`src/design/hll_sketch_add_unit_assert.svh`:
```
// Assertion macros for the sketch add unit.
// Empty bodies when SYNTHESIS is defined.
`ifndef HLL_SKETCH_ADD_UNIT_ASSERT_SVH
`define HLL_SKETCH_ADD_UNIT_ASSERT_SVH

`ifndef SYNTHESIS

// same-cycle implication
`define HSA_ASSERT_IMP(lbl, clk_s, rst_n_s, ante, cons, msg) \
	lbl: assert property (@(posedge clk_s) disable iff (!rst_n_s) (ante) |-> (cons)) \
		else $error(msg);

// implication with a delayed consequent
`define HSA_ASSERT_DLY4(lbl, clk_s, rst_n_s, ante, cons, msg) \
	lbl: assert property (@(posedge clk_s) disable iff (!rst_n_s) (ante) |-> ##4 (cons)) \
		else $error(msg);

`else

`define HSA_ASSERT_IMP(lbl, clk_s, rst_n_s, ante, cons, msg)
`define HSA_ASSERT_DLY4(lbl, clk_s, rst_n_s, ante, cons, msg)

`endif

`endif

```
`src/design/hsa_pkg.sv`:
```
package hsa_pkg;

	// MurmurHash64A constants
	localparam int HASH_W = 64;
	localparam logic [HASH_W-1:0] MUR_M = 64'hc6a4a7935bd1e995;
	localparam int MUR_R = 47;

	// field widths
	localparam int SEED_W = 32;
	localparam logic [SEED_W-1:0] SEED_RESET = 32'hadc83b19;
	localparam int VB_W = 4;
	localparam int LEN_W = 32;
	localparam int CHUNK_BYTES = 8;
	localparam int IDX_OUT_W = 14;
	localparam int RUN_W = 6;

	// trailing-zero search: byte groups over the hash word
	localparam int TZ_GROUP_W = 8;
	localparam int TZ_GROUPS = HASH_W / TZ_GROUP_W;
	localparam int TZ_LOW_W = $clog2(TZ_GROUP_W);
	localparam int TZ_HIGH_W = $clog2(TZ_GROUPS);

	// front/back queue
	localparam int QUEUE_DEPTH = 2;

	typedef enum logic [3:0] {
		F_IDLE,
		F_LEN,
		F_BLOCK,
		F_K1,
		F_K2,
		F_HMUL,
		F_TAIL,
		F_FINCHK,
		F_FIN,
		F_PUSH
	} front_state_t;

	typedef enum logic [1:0] {
		BK_CLEAR,
		BK_IDLE,
		BK_UPD
	} back_state_t;

	typedef enum logic [1:0] {
		MS_LL,
		MS_LH,
		MS_HL
	} mul_step_t;

	typedef struct packed {
		logic              start;
		logic [HASH_W-1:0] operand;
	} mul_req_t;

	typedef struct packed {
		logic              done;
		logic [HASH_W-1:0] product;
	} mul_rsp_t;

	function automatic logic [HASH_W-1:0] mur_xorshift(input logic [HASH_W-1:0] v);
		return v ^ (v >> MUR_R);
	endfunction

endpackage

```
`src/design/hsa_mul.sv`:
```
// 64x64 low-half multiply by MUR_M, one 32x32 partial product per cycle
module hsa_mul (
	input  logic              clk,
	input  logic              arst_n,
	input  hsa_pkg::mul_req_t req,
	output hsa_pkg::mul_rsp_t rsp
);
	import hsa_pkg::*;

	logic              busy_q;
	mul_step_t         step_q;
	logic              done_q;
	logic [HASH_W-1:0] a_q;
	logic [HASH_W-1:0] acc_q;
	logic [31:0]       op_x;
	logic [31:0]       op_y;
	logic [HASH_W-1:0] pp;

	// operand select: lo*lo, lo*hi, hi*lo
	always_comb begin
		op_x = (step_q == MS_HL) ? a_q[63:32] : a_q[31:0];
		op_y = (step_q == MS_LH) ? MUR_M[63:32] : MUR_M[31:0];
		pp = op_x * op_y;
	end

	// step control
	always_ff @(posedge clk or negedge arst_n) begin
		if (!arst_n) begin
			busy_q <= 1'b0;
			step_q <= MS_LL;
			done_q <= 1'b0;
		end else begin
			done_q <= 1'b0;
			if (req.start) begin
				busy_q <= 1'b1;
				step_q <= MS_LL;
			end else if (busy_q) begin
				unique case (step_q)
					MS_LL: step_q <= MS_LH;
					MS_LH: step_q <= MS_HL;
					MS_HL: begin
						busy_q <= 1'b0;
						done_q <= 1'b1;
					end
					default: busy_q <= 1'b0;
				endcase
			end
		end
	end

	// operand and accumulator
	always_ff @(posedge clk) begin
		if (req.start) begin
			a_q <= req.operand;
		end
		if (busy_q) begin
			if (step_q == MS_LL) begin
				acc_q <= pp;
			end else begin
				acc_q[63:32] <= acc_q[63:32] + pp[31:0];
			end
		end
	end

	assign rsp.done = done_q;
	assign rsp.product = acc_q;

endmodule

```
`config.mk`:
```
export PLATFORM = sky130hd
export DESIGN_NAME = hsa_mul
export DESIGN_NICKNAME = d
export VERILOG_FILES = /design/src/design/hll_sketch_add_unit_assert.svh /design/src/design/hsa_pkg.sv /design/src/design/hsa_mul.sv
export SDC_FILE = /design/constraint.sdc
export NUM_CORES = 2
export LEC_CHECK = 0
export BUFFER_PORTS_ARGS = -buffer_cell sky130_fd_sc_hd__buf_4
export CAP_MARGIN = 20
export CORE_ASPECT_RATIO = 0.75
export CORE_MARGIN = 2
export CORE_UTILIZATION = 50
export DETAILED_ROUTE_END_ITERATION = 12
export PLACE_DENSITY = 0.7
export SYNTH_ARGS = -nofsm -noshare
export SYNTH_HDL_FRONTEND = slang
export SYNTH_SLANG_ARGS = --single-unit
```
`constraint.sdc`:
```
create_clock -name clk -period 15.4 [get_ports clk]
set_input_delay 2.31 -clock clk [delete_from_list [all_inputs] [get_ports clk]]
set_output_delay 2.31 -clock clk [all_outputs]
set_load 0.01 [all_outputs]
```
==> results.sh <==
export IMPL_slew_viol_final=0
export IMPL_cts_max_path_buffers=2
export IMPL_rsz0062_at_grt="false"
export IMPL_area_delta_synth_final_pct=7.99
export IMPL_grt_pass1_vias=22465
export IMPL_crit_family="adder cells"
export IMPL_worst_pin_slew_ns=0.897
export IMPL_clock_root_buffer="clkbuf_16"
export IMPL_grt_pass1_wl_um=137000
export IMPL_die_x_um=288
export IMPL_outcome="finished clean"
export IMPL_path_buf_inv=9
export IMPL_final_cell_mix="756 x inv_1, 613 x fa_1, 434 x ha_1"
export IMPL_period_needed_ns=10.43
export IMPL_dp_hpwl_um=79600
export IMPL_synthDistinctLibCells=73
export IMPL_hold_ws_ns=0.644
export IMPL_dp_cells=3806
export IMPL_layout_cells_non_filler=3837
export IMPL_crit_path_max_incr_delay_ns=0.59
export IMPL_rows=78
export IMPL_grt_usage_pct=30.0
export IMPL_ys_flop_type="edfxtp_1"
export IMPL_cp_required_ns=15.64
export IMPL_path_common_cell="inv_1"
export IMPL_final_common_cell="inv_1"
export IMPL_nFillCells=5286
export IMPL_max_freq_ghz=0.0958
export IMPL_setup_worst_path_class="flip-flop to flip-flop"
export IMPL_post_route_period_util_pct=67.8
export IMPL_multi_input_area_sq_um=23200
export IMPL_clk_latency_ns=0.50
export IMPL_routed_wl_um=90000
export IMPL_tritoncts="built"
export IMPL_slew_headroom_pct=40.2
export IMPL_drive_above_1_share_pct=7.41
export IMPL_antenna_found_initial=0
export IMPL_slowest_stage="fa_1"
export IMPL_io_buffers=131
export IMPL_post_cts_setup_buffer_count=0
export IMPL_avgSynthCellArea_sq_um=10.3
export IMPL_grt_max_degree=69
export IMPL_cts_made_buffers=17
export IMPL_fin_setup_tns_ns=0
export IMPL_overflow=0
export IMPL_clock_sinks=132
export IMPL_finalWeightedCongestion=1.01
export IMPL_drc_errors=0
export IMPL_holdBufCountCts=0
export IMPL_drtIter0Drc=1801
export IMPL_utilization_pct=54.3
export IMPL_synth_area_sq_um=30300
export IMPL_detail_route_antenna_nets=0
export IMPL_initial_core_util_pct=50.3
export IMPL_cts_resized=0
export IMPL_clk_pin_slew_worst_paths_ns=0.08
export IMPL_critPathCaptureType="flip-flop"
export IMPL_ys_warn_count=0
export IMPL_yosysSeqAreaShare_pct=13.0
export IMPL_die_h_um=217
export IMPL_arrival_ns=10.68
export IMPL_cp_start_kind="flip-flop"
export IMPL_synth_edf_count=128
export IMPL_firstDrtPassIters=5
export IMPL_num_io_pins=132
export IMPL_via_count=21276
export IMPL_synth_seq_cells=132
export IMPL_setup_viol=0
export IMPL_finClkSkew_ns=0.0244
export IMPL_coreArea_sq_um=60200
export IMPL_hold_class="flip-flop to flip-flop"
export IMPL_seq_area_sq_um=3940
export IMPL_synth_cells=2933
export IMPL_cts_htree_levels=4
export IMPL_hold_violations=0
export IMPL_nets=4139
export IMPL_avgViaCountPerCell=5.54
export IMPL_antenna_cells=0
export IMPL_cap_violations=0
export IMPL_die_area_sq_um=62600
export IMPL_path_max_fanout=33
export IMPL_wl_per_cell_um=23.5
export IMPL_synthArstFlopShare_pct=3.03
[layer usage]
layer	GRT usage, %	part of all wire (%)
met4	9.40	3.1
met1	44.6	45
met5	0	0
met2	44.7	44
met3	5.34	7.1
[stage by stage]
step	setup slack, ns	instance area [sq um]
4_1_cts	5.10	32700
3_5_place_dp	5.11	32100
5_1_grt	4.41	32700
3_3_place_gp	5.30	32100
6_report	4.97	32700
2_1_floorplan	5.90	30300
[final timing paths]
check                           slack (ns)   endpoint  cells after the start  startpoint
worst max register to register        4.97  acc_q[62]                     36   step_q[1]
worst min-delay path                  0.64  step_q[0]                      2   step_q[0]
max in group asynchronous            13.70     busy_q                      1      arst_n
min in group asynchronous             1.59  step_q[1]                      1      arst_n
worst max-delay path                  4.97  acc_q[62]                     36   step_q[1]
worst min register to register        0.64  step_q[0]                      2   step_q[0]
[layout make-up]
type                       count  share of cell area, %
multi-input combinational   1968                   71.0
tap                          800                   3.06
sequential                   132                   12.1
timing repair buffer         144                   3.30
clock inverter                14                  0.574
clock buffer                  17                   1.30
inverter                     762                   8.74
[synthesized netlist by cell type, types with 12 or more instances]
cell type / count / area, sq um
inv_1: 756 / 2840
fa_1: 613 / 12300
ha_1: 434 / 5430
nand2_1: 160 / 601
edfxtp_1: 128 / 3840
nor2_1: 123 / 462
a21oi_1: 120 / 601
xnor2_1: 69 / 604
o21ai_0: 58 / 290
clkbuf_1: 57 / 214
a21o_1: 51 / 383
xor2_1: 33 / 289
o21ai_1: 29 / 145
o21bai_1: 26 / 195
mux2i_1: 24 / 240
nand3_1: 19 / 95.1
nand4_1: 18 / 113
a31oi_1: 15 / 93.8
buf_2: 15 / 75.1
nor3_1: 13 / 65.1
and3_1: 12 / 75.1
mux2_2: 12 / 135
or2_2: 12 / 75.1
[tightest hold or removal path, delay by kind of cell, from the launching register on]
kind,cells,cell delay (ns)
compound gates,1,0.06
simple gates,1,0.09
flops,1,0.46
[cell families (layout without fill, tap and decap cells)]
family / count (synthesis) / after routing / synth area share, %
muxes: 36 / 36 / 1.24
and+or+nand+nor: 415 / 415 / 6.35
buffers and inverters: 836 / 937 / 10.4
other: 2 / 5 / 0.0248
adders and majority gates: 1047 / 1047 / 58.4
xor gates and xnor gates: 102 / 102 / 2.95
DFF: 132 / 132 / 13.0
AOI/OAI and AO/OA: 363 / 363 / 7.58
[state kept, by name, indices dropped and copies added, names as in the netlist]
signal	count
step_q	2
done_q	1
acc_q	64
busy_q	1
a_q	64
Power is left out: the tool's default activity adds up to more than one toggle a clock period on the data nets, which glitch-free logic cannot reach.
