--- config.mk ---
export PLATFORM = sky130hd
export DESIGN_NAME = hsa_queue
export DESIGN_NICKNAME = d
export VERILOG_FILES = /design/src/design/hll_sketch_add_unit_assert.svh /design/src/design/hsa_pkg.sv /design/src/design/hsa_queue.sv
export SDC_FILE = /design/constraint.sdc
export NUM_CORES = 1
export LEC_CHECK = 0
export BUFFER_PORTS_ARGS = -buffer_cell sky130_fd_sc_hd__buf_2
export CAP_MARGIN = 0
export CELL_PAD_IN_SITES_DETAIL_PLACEMENT = 0
export CELL_PAD_IN_SITES_GLOBAL_PLACEMENT = 2
export CORE_ASPECT_RATIO = 0.8
export CORE_MARGIN = 2
export CORE_UTILIZATION = 41
export DETAILED_ROUTE_END_ITERATION = 7
export PLACE_DENSITY_LB_ADDON = 0.1
export SETUP_SLACK_MARGIN = 0.5
export SYNTH_ARGS = -nofsm -noshare
export SYNTH_HDL_FRONTEND = slang
export SYNTH_SLANG_ARGS = --single-unit
--- constraint.sdc ---
create_clock -name clk -period 9.9 [get_ports clk]
set_input_delay 0.99 -clock clk [delete_from_list [all_inputs] [get_ports clk]]
set_output_delay 0.99 -clock clk [all_outputs]
set_load 0.05 [all_outputs]
--- src/design/hll_sketch_add_unit_assert.svh ---
// Assertion macros for the sketch add unit.
// Empty bodies when SYNTHESIS is defined.
`ifndef HLL_SKETCH_ADD_UNIT_ASSERT_SVH
`define HLL_SKETCH_ADD_UNIT_ASSERT_SVH

`ifndef SYNTHESIS

// same-cycle implication
`define HSA_ASSERT_IMP(lbl, clk_s, rst_n_s, ante, cons, msg) \
	lbl: assert property (@(posedge clk_s) disable iff (!rst_n_s) (ante) |-> (cons)) \
		else $error(msg);

// implication with a delayed consequent
`define HSA_ASSERT_DLY4(lbl, clk_s, rst_n_s, ante, cons, msg) \
	lbl: assert property (@(posedge clk_s) disable iff (!rst_n_s) (ante) |-> ##4 (cons)) \
		else $error(msg);

`else

`define HSA_ASSERT_IMP(lbl, clk_s, rst_n_s, ante, cons, msg)
`define HSA_ASSERT_DLY4(lbl, clk_s, rst_n_s, ante, cons, msg)

`endif

`endif

--- src/design/hsa_pkg.sv ---
package hsa_pkg;

	// MurmurHash64A constants
	localparam int HASH_W = 64;
	localparam logic [HASH_W-1:0] MUR_M = 64'hc6a4a7935bd1e995;
	localparam int MUR_R = 47;

	// field widths
	localparam int SEED_W = 32;
	localparam logic [SEED_W-1:0] SEED_RESET = 32'hadc83b19;
	localparam int VB_W = 4;
	localparam int LEN_W = 32;
	localparam int CHUNK_BYTES = 8;
	localparam int IDX_OUT_W = 14;
	localparam int RUN_W = 6;

	// trailing-zero search: byte groups over the hash word
	localparam int TZ_GROUP_W = 8;
	localparam int TZ_GROUPS = HASH_W / TZ_GROUP_W;
	localparam int TZ_LOW_W = $clog2(TZ_GROUP_W);
	localparam int TZ_HIGH_W = $clog2(TZ_GROUPS);

	// front/back queue
	localparam int QUEUE_DEPTH = 2;

	typedef enum logic [3:0] {
		F_IDLE,
		F_LEN,
		F_BLOCK,
		F_K1,
		F_K2,
		F_HMUL,
		F_TAIL,
		F_FINCHK,
		F_FIN,
		F_PUSH
	} front_state_t;

	typedef enum logic [1:0] {
		BK_CLEAR,
		BK_IDLE,
		BK_UPD
	} back_state_t;

	typedef enum logic [1:0] {
		MS_LL,
		MS_LH,
		MS_HL
	} mul_step_t;

	typedef struct packed {
		logic              start;
		logic [HASH_W-1:0] operand;
	} mul_req_t;

	typedef struct packed {
		logic              done;
		logic [HASH_W-1:0] product;
	} mul_rsp_t;

	function automatic logic [HASH_W-1:0] mur_xorshift(input logic [HASH_W-1:0] v);
		return v ^ (v >> MUR_R);
	endfunction

endpackage

--- src/design/hsa_queue.sv ---
// short FIFO between hash front and register back
module hsa_queue #(
	parameter int WIDTH = 64
) (
	input  logic             clk,
	input  logic             arst_n,
	input  logic             push,
	input  logic [WIDTH-1:0] push_data,
	output logic             full,
	input  logic             pop,
	output logic [WIDTH-1:0] head,
	output logic             empty
);
	import hsa_pkg::*;

	localparam int PTR_W = (QUEUE_DEPTH > 1) ? $clog2(QUEUE_DEPTH) : 1;
	localparam logic [PTR_W-1:0] PTR_LAST = PTR_W'(QUEUE_DEPTH - 1);
	localparam logic [PTR_W:0] CNT_FULL = (PTR_W + 1)'(QUEUE_DEPTH);

	logic [WIDTH-1:0] entry_q [QUEUE_DEPTH];
	logic [PTR_W-1:0] wr_ptr_q;
	logic [PTR_W-1:0] rd_ptr_q;
	logic [PTR_W:0]   count_q;
	logic             do_push;
	logic             do_pop;

	assign full = (count_q == CNT_FULL);
	assign empty = (count_q == '0);
	assign head = entry_q[rd_ptr_q];
	assign do_push = push && !full;
	assign do_pop = pop && !empty;

	// pointers and fill count
	always_ff @(posedge clk or negedge arst_n) begin
		if (!arst_n) begin
			wr_ptr_q <= '0;
			rd_ptr_q <= '0;
			count_q <= '0;
		end else begin
			if (do_push) begin
				wr_ptr_q <= (wr_ptr_q == PTR_LAST) ? '0 : wr_ptr_q + 1'b1;
			end
			if (do_pop) begin
				rd_ptr_q <= (rd_ptr_q == PTR_LAST) ? '0 : rd_ptr_q + 1'b1;
			end
			if (do_push && !do_pop) begin
				count_q <= count_q + 1'b1;
			end else if (do_pop && !do_push) begin
				count_q <= count_q - 1'b1;
			end
		end
	end

	always_ff @(posedge clk) begin
		if (do_push) begin
			entry_q[wr_ptr_q] <= push_data;
		end
	end

endmodule

==> impl_summary.md, run 1 <==
Global route
The total overflow left after global routing is 0. The overall routing resource usage is 0.134. The global-route layer with the greatest usage is met2.

In the global route stage, met1 resource usage came out at 0.166. The number of global-route vias before repair was 2486. The maximum number of pins on one net before global-route repair is 66.

The number of antenna violations at the first check in global routing is 1. The global-route met2 utilization is 0.204. The met3 global-route usage is 0.0597. The first global-routing pass estimated 12.7 mm of wire.

Job
The tool flagged a number of max-cap violations equal to 0.

Floorplan
For this design the top-level I/O count stands at 134. The die covers 0.0132 sq mm. The cell row count is 36. For this configuration, the core starts out at a cell density of 0.416.

The die is 128 microns wide. The area of the core is 0.0121 sq mm. From bottom edge to top edge, the die measures 103 microns.

Routing
The detail route stage leaves a number of antenna-violating nets equal to 0. For this run, design rule violations remaining after detail routing come to 0. The vias per cell is 4.59. The total number of vias is 2431. The wire length per cell after detailed routing is 16.3 microns.

The first detailed-routing pass ran for 5 iterations. The detailed router's first-iteration violation count is 154. The final layout contains routed wiring with a total length of 8.64 mm.

Synthesis
The synthesized netlist occupies a cell area of 0.00502 sq mm. Synthesis instantiated 15 different standard cells from the library. Of the post-synthesis cell area, the dominant cell type holds 0.766. The biggest area contributor in the post-synthesis netlist is sky130_fd_sc_hd__edfxtp_1. The number of instances in the synthesized netlist is 218. Synthesis produced a netlist with a net count of 287.

Yosys attributes the largest share of cell area to sky130_fd_sc_hd__edfxtp_1 77%, sky130_fd_sc_hd__mux2_4 15%, sky130_fd_sc_hd__mux2_2 3.1%. A synthesized cell averages 23.0 sq um. The warning count from the yosys run is 0. For this run, the register share of the synthesized area comes to 0.785. The flip-flop and latch count after synthesis is 132.

Timing
The slew at the pin closest to its max-slew limit is 1130 ps. Based on the critical path, the design can be clocked at up to 0.303 GHz. Setup violations remaining at the end of the flow were counted as 0. In the finished design, the share of the clock period the worst path needs comes to 0.334.

The worst setup margin is 6600 ps. Setup repair after global routing left no endpoint under its margin. After routing, the total negative slack on setup checks comes to 0 ps. The number of failing hold endpoints at the final stage is 0. Hold is met by 391 ps. The worst pin sits at a relative slew slack of 0.247. The largest clock skew in the final design is 2.92 ps. Counting I/O delays and the setup requirement, the final critical path takes 3300 ps. The total count of max-transition violations in the final report is 0.

Setup path
Together, buffers and inverters on the worst path number 2. In this run the critical register-to-register path is launched from count_q[0]. At the worst endpoint, the required time is 8910 ps. In this design, the stage delay of the slowest critical-path cell is 860 ps. The worst setup path is launched from a flop. The capture instance of the worst register-to-register path is entry_q[0][44]. The biggest fanout along the worst timing path is 65. The highest-delay cell along the critical path is sky130_fd_sc_hd__buf_4. The type of destination of the critical path is an output port. The signal arrival time at the worst endpoint is 2310 ps. The reg2reg setup slack is 7490 ps. By startpoint and endpoint, the worst setup path is classified as flop to output port. The kind of cell with the highest combined delay along the critical path is buffers and inverters. Measured in cells, the most critical reg-to-reg path has a length of 4.

Walking the worst path, the cells encountered are buf_4, mux2_2, buf_2.

Finish
The final design instance area without fill is 0.00634 sq mm. The multi-input combinational cells in the finished layout cover a total of 0.00101 sq mm. At the end of the flow, the number of nets in the layout was 435. In the layout the commonest cells are 133 x sky130_fd_sc_hd__buf_2, 128 x sky130_fd_sc_hd__edfxtp_1, 50 x sky130_fd_sc_hd__mux2_4. The share of cells above drive strength 1 is 0.608.

The antenna diode count is 0. Leaving out fill and tap cells, the most frequent cell in the layout is sky130_fd_sc_hd__buf_2. The area growth from synthesis to layout is 26.3%. The finished layout holds 530 standard cells, fillers aside.

Across the whole layout, storage elements account for 0.00395 sq mm. The filler cells instantiated in the layout total 1017.

Clock network
The number of buffers between clock root and the deepest sink is 2. The clock latency at the later pin of the worst-skew pair is 400 ps. The post-CTS resize count is 0. For this design, the CTS-stage hold fixing added 0 buffers. Buffers inserted during clock tree synthesis total 17.

CTS placed an instance of sky130_fd_sc_hd__clkbuf_16 at the clock tree root. TritonCTS built the clock tree. The H-tree depth is 4. The count of clock tree sinks is 132. The CTS clock-pin slew for the worst setup and hold paths is 50 ps. Once the clock tree was built, the setup fixing pass inserted 0 buffers.

Pwr
Summed over all cells, the static leakage comes to 0.00254 uW. Across the VDD grid, the largest voltage drop is 0.194 mV. In this run the power density over the cells is 361 mW/mm^2.

Place
Summing all placed instances gives a cell area of 0.00584 sq mm. The count of buffers from port buffering is 133. The HPWL reported at the end of detailed placement is 5.37 mm. The total instance count after detailed placement is 499.

Before CTS, the worst setup slack after placement is 6950 ps. The global placement routability congestion is 0.630.

Min path
The worst hold path belongs to the class input port to asynchronous set/reset pin.

Run status
The flow ran to the end, and the final reports show no timing, DRC or antenna violations.
[stage by stage]
step                      power [uW]   util
after CTS                       2330  0.525
final                           2290  0.525
after detailed placement        1790  0.484
after floorplan                 1620      -
after global routing            2390  0.525
after global placement          1790  0.484
[kinds of logic (layout without fill, tap and decap cells)]
logic type               Yosys count  after routing  share of synthesized area
flip-flops                       132            132                      0.785
XOR/XNOR                           5              5                    0.00872
buffers and inverters              9            169                     0.0159
adder cells (fa/ha/maj)            1              1                    0.00249
AND/OR/NAND/NOR                    6              6                    0.00548
multiplexers                      64             64                      0.181
AO/OA/AOI/OAI                      1              1                   0.000996
[cells in the mapped netlist]
cell                       count
sky130_fd_sc_hd__nand2b_1      1
sky130_fd_sc_hd__mux2_4       50
sky130_fd_sc_hd__and3_1        1
sky130_fd_sc_hd__xnor2_1       3
sky130_fd_sc_hd__o21ai_0       1
sky130_fd_sc_hd__inv_1         2
sky130_fd_sc_hd__ha_1          1
sky130_fd_sc_hd__buf_6         6
sky130_fd_sc_hd__nor2_1        3
sky130_fd_sc_hd__xor2_1        2
sky130_fd_sc_hd__edfxtp_1    128
sky130_fd_sc_hd__nand2_1       1
sky130_fd_sc_hd__dfrtp_1       4
sky130_fd_sc_hd__mux2_2       14
sky130_fd_sc_hd__buf_2         1
[per-layer routing]
layer,part of all wire,routed length [microns]
met5,0,0
met4,0.0075,65
met3,0.079,682
met2,0.47,4050
met1,0.44,3840
[where the power goes]
part / switching (uW) / leakage [uW] / internal (uW) / total (uW)
Sequential: 33.1 / 0.00123 / 768 / 801
Clock: 212 / 0.000239 / 313 / 524
Combinational: 669 / 0.00106 / 297 / 966
[registers in the layout, indices dropped and copies added, names as in the netlist]
name	cells
entry_q	128
count_q	2
rd_ptr_q	1
wr_ptr_q	1
[layout make-up]
class                      instances  share of cell area
inverter                           2             0.00118
timing repair buffer             136               0.109
tap                              152              0.0300
clock inverter                    12              0.0107
multi-input combinational         77               0.159
clock buffer                      19              0.0683
sequential                       132               0.623
[worst max path at each step]
stage | start | endpoint | cells after the start
floorplan | push | entry_q[0][0] | 2
global placement | push | entry_q[0][42] | 4
detailed placement | push | entry_q[0][53] | 4
CTS | rd_ptr_q | head[40] | 3
global route | rd_ptr_q | head[46] | 3
finish | rd_ptr_q | head[35] | 3
(Power assumes the default switching activity.)
==> inputs of run 2 (changes only) <==
--- a/config.mk
+++ b/config.mk
@@ -5,13 +5,14 @@
 export SDC_FILE = /design/constraint.sdc
 export NUM_CORES = 1
 export LEC_CHECK = 0
+export ABC_AREA = 1
 export BUFFER_PORTS_ARGS = -buffer_cell sky130_fd_sc_hd__buf_2
 export CAP_MARGIN = 0
 export CELL_PAD_IN_SITES_DETAIL_PLACEMENT = 0
 export CELL_PAD_IN_SITES_GLOBAL_PLACEMENT = 2
 export CORE_ASPECT_RATIO = 0.8
 export CORE_MARGIN = 2
-export CORE_UTILIZATION = 41
+export CORE_UTILIZATION = 31
 export DETAILED_ROUTE_END_ITERATION = 7
 export PLACE_DENSITY_LB_ADDON = 0.1
 export SETUP_SLACK_MARGIN = 0.5
==> constraint.sdc (replaced) <==
create_clock -name clk -period 2.8 [get_ports clk]
set_input_delay 0.28 -clock clk [delete_from_list [all_inputs] [get_ports clk]]
set_output_delay 0.28 -clock clk [all_outputs]
set_load 0.05 [all_outputs]
==> impl_summary.md, run 2 <==
Place
The count of buffers from port buffering is 133 (unchanged). The HPWL reported at the end of detailed placement is 6.48 mm (+21%). The global placement routability congestion is 0.669 (+6.1%). The placed cell area is 0.00583 sq mm (-0.15%).

Synthesis
The flip-flop and latch count after synthesis is 132 (unchanged). The number of instances in the synthesized netlist is 366 (+68%). Sorting the synthesized cells by how often they occur yields 201 x sky130_fd_sc_hd__nand2_1, 128 x sky130_fd_sc_hd__edfxtp_1, 8 x sky130_fd_sc_hd__buf_4. The sequential share of the synthesized area is 0.807 (+0.0213). The warning count from the yosys run is 0 (unchanged). The post-synth design cell area was 0.00489 sq mm (-2.6%). By instance count, the leading cell after synthesis is sky130_fd_sc_hd__nand2_1.

The count of cell types in the netlist was 15 (unchanged). The dominant register cell in the synthesized netlist is sky130_fd_sc_hd__edfxtp_1. The post-synth net total was 435 (+52%). The biggest area contributor in the post-synthesis netlist is sky130_fd_sc_hd__edfxtp_1.

By area the synthesized netlist is led by sky130_fd_sc_hd__edfxtp_1 79%, sky130_fd_sc_hd__nand2_1 15%, sky130_fd_sc_hd__dfrtp_1 2.0%. The number of enable-type register cells in the synthesized netlist was 128 (unchanged). The synthesized area per cell is 13.4 sq um (-42%). The async set-reset flop share out of synthesis came to 0.0303 (unchanged). The fraction of post-synthesis cell area in the top cell type by area was 0.786 (+0.0208).

Routing
The post-route antenna net violation count is 0 (unchanged). The detailed router's first-iteration violation count was 140 (-9.1%). The first-pass iteration count of the detailed router came to 4 (-1). The wire length reported by the detailed router is 10.2 mm (+18%). The total number of vias is 3021 (+24%). The wire length per cell after detailed routing is 13.7 microns (-16%).

The number of remaining DRC errors was 0 (unchanged). The vias per cell was 4.07 (-11%).

Global route
The global-route layer with the greatest usage is met2. The met1 track utilization from global routing was 0.152 (-0.0140). The met3 global-route usage is 0.0644 (+0.00469).

The overall routing resource usage came to 0.127 (-0.00762). The sum of overflow across all layers after global routing came to 0 (unchanged). The number of antenna violations at the first check in global routing came to 1 (unchanged). The maximum number of pins on one net before global-route repair is 38 (-42%). The global-route met2 utilization is 0.198 (-0.00624). The wire length of the first global-routing pass is 15.2 mm (+20%). The number of global-route vias before repair came to 2917 (+17%).

Setup path
In this run the critical register-to-register path is captured at entry_q[0][20]. The critical path ends at head[44]. The cell count of the worst reg-to-reg path is 5 (+1). The worst setup path is launched from a flop. The cell occurring most often along the worst timing path is sky130_fd_sc_hd__nand2_1. Walking the worst path, the cells encountered are inv_2, buf_6, nand2_1, nand2_1, buf_2. The critical path launch point is rd_ptr_q. The biggest fanout along the worst timing path is 37 (-43%). The signal arrival time at the worst endpoint is 1860 ps (-450 ps).

The startpoint-to-endpoint class of the critical path is flop to output port. The largest stage delay on the critical path was 590 ps (-270 ps). The reg2reg setup slack is 950 ps (-6540 ps). STA classifies the critical path endpoint as an output port.

The critical path required time is 2520 ps (-6390 ps). The launching point of the worst reg2reg path is count_q[0]. The highest-delay cell along the critical path is sky130_fd_sc_hd__dfrtp_4.

Clock network
The H-tree depth is 4 (unchanged). The CTS clock-pin slew for the worst setup and hold paths is 60 ps (about the same). The count of buffers added by post-CTS timing repair for setup is 0 (unchanged). Clock tree synthesis selected as its root buffer the cell sky130_fd_sc_hd__clkbuf_16. The number of buffers created by CTS was 17 (unchanged).

The CTS tree is yes. The number of buffers between clock root and the deepest sink is 2 (unchanged). The count of clock tree sinks is 132 (unchanged). The clock latency at the later pin of the worst-skew pair is 410 ps (about the same).

Min path
The path type of the worst min-delay path is input port to flop.

Pwr
The largest vdd supply drop is 0.558 mV (+190%). The leakage power figure was 0.00279 uW (+10%). The total power per unit cell area came to 1350 mW/mm^2 (+270%).

Finish
The most common library cell in the layout ignoring fill and taps is sky130_fd_sc_hd__nand2_1. The library cells used most frequently in the layout, excluding fill and tap cells, are 201 x sky130_fd_sc_hd__nand2_1, 133 x sky130_fd_sc_hd__buf_2, 128 x sky130_fd_sc_hd__edfxtp_1. More flip-flops sit in one register than any other, and that register is entry_q.

In the final layout, the registers with the most flip-flops are entry_q (128), count_q (2). The flip-flop count of the largest register, all copies and words added is 128 (unchanged). The relative area change from synthesis to final layout is 32.8%.

The share of cells above drive strength 1 was 0.340 (-0.269). The final design instance area without fill was 0.00649 sq mm (+2.4%). The number of nets in the layout is 583 (+34%).

Timing
The final critical-path share of the clock period is 0.763. The total count of max-transition violations in the final report is 0 (unchanged). The summed negative setup slack over all endpoints was 0 ps (unchanged). Setup repair after global routing left no endpoint under its margin.

The number of failing setup endpoints in the final timing report came to 0 (unchanged). The relative slew slack came to 0.662 (+0.415). The number of failing hold endpoints at the final stage is 0 (unchanged). The slew at the pin closest to its max-slew limit was 505 ps (-624 ps).

Static timing analysis puts the maximum clock frequency at 0.468 GHz. The largest clock skew in the final design is 4.46 ps (+1.54 ps). The clock period could shrink to 2140 ps.

Floorplan
The area of the core is 0.0156 sq mm (+29%). The full die area was 0.0168 sq mm (+28%). The die height is 116 microns (+13%). The I/O pin total is 134 (unchanged).

The initial core utilization is 0.313 (-0.102). The cell row count is 41 (+14%). The horizontal die dimension is 144 microns (+13%).

Run status
The run finished with clean final reports.

Job
The count of maximum capacitance violations was 0 (unchanged).
run 2: changes by cell type in the layout (fill, tap and decap cells not counted), sizes merged, moves of 2 or more:
| cell | change |
|---|---|
| nand2 | +200 |
| mux2 | -64 |
| buf | +6 |
| inv | +6 |
| bufinv | +5 |
| clkbuf | -2 |
| xnor2 | -2 |
| xor2 | -2 |
run 2: cell type report:
type	instances	area [sq um]
tap	215	269
timing repair buffer	143	763
inverter	8	33.8
antenna	1	2.50
clock inverter	15	211
sequential	132	3950
clock buffer	17	425
multi-input combinational	212	837
fill	1496	9100
run 2: logic make-up after synthesis:
kind of cell	synth area share
adders and majority gates	0.00256
and+or+nand+nor	0.162
AOI/OAI and AO/OA	0.00205
buffers and inverters	0.0246
DFF	0.807
xor gates and xnor gates	0.00179
run 2: repair_timing:
| item | 4_1_cts | 5_1_grt |
|---|---|---|
| setup endpoints to repair | 5 | 10 |
| hold buffers | 1 | 0 |
| hold endpoints to repair | 4 | 0 |
| pin swaps | 0 | 0 |
| gates resized for setup | 1 | 2 |
run 2: worst max-delay path: cells and delay by family, from the launching register on:
family	cells	cell delay [ps]
buffers and inverters	3	670
flip-flops	1	590
AND/OR/NAND/NOR	2	170
run 2: per-stage QoR:
step                utilization  setup slack [ps]  power, uW  cells  hold slack, ps
finish                    0.416               663       8790    743            58.5
CTS                       0.416               536       8940    742            32.4
detailed placement        0.374               906       6540    709            99.6
global route              0.416               529       9270    742            28.7
global placement          0.374               932       6520    709            98.9
floorplan                     -               527       5610    366           -15.6
run 2: metal layers:
metal | up-vias | share of wire | wire length [microns]
met2 | 78 | 0.48 | 4890
met5 | - | 0 | 0
met1 | 1402 | 0.43 | 4390
met4 | 0 | 0.010 | 103
li1 | 1535 | - | -
met3 | 6 | 0.081 | 829
run 2: report_power, final:
| group | switching [uW] | internal, uW | leakage (uW) |
|---|---|---|---|
| logic | 2870 | 709 | 0.00124 |
| clock network | 783 | 1570 | 0.000310 |
| registers | 152 | 2700 | 0.00124 |
run 2: how the worst min path moves through the flow:
stage	from	end	slack, ps	depth (start not counted)
after floorplan	arst_n	count_q[0]	-20	0
after global placement	arst_n	count_q[1]	100	1
after detailed placement	arst_n	count_q[1]	100	1
after CTS	push_data[27]	entry_q[0][27]	30	1
after global routing	push_data[27]	entry_q[0][27]	30	1
final	push_data[42]	entry_q[1][42]	60	1
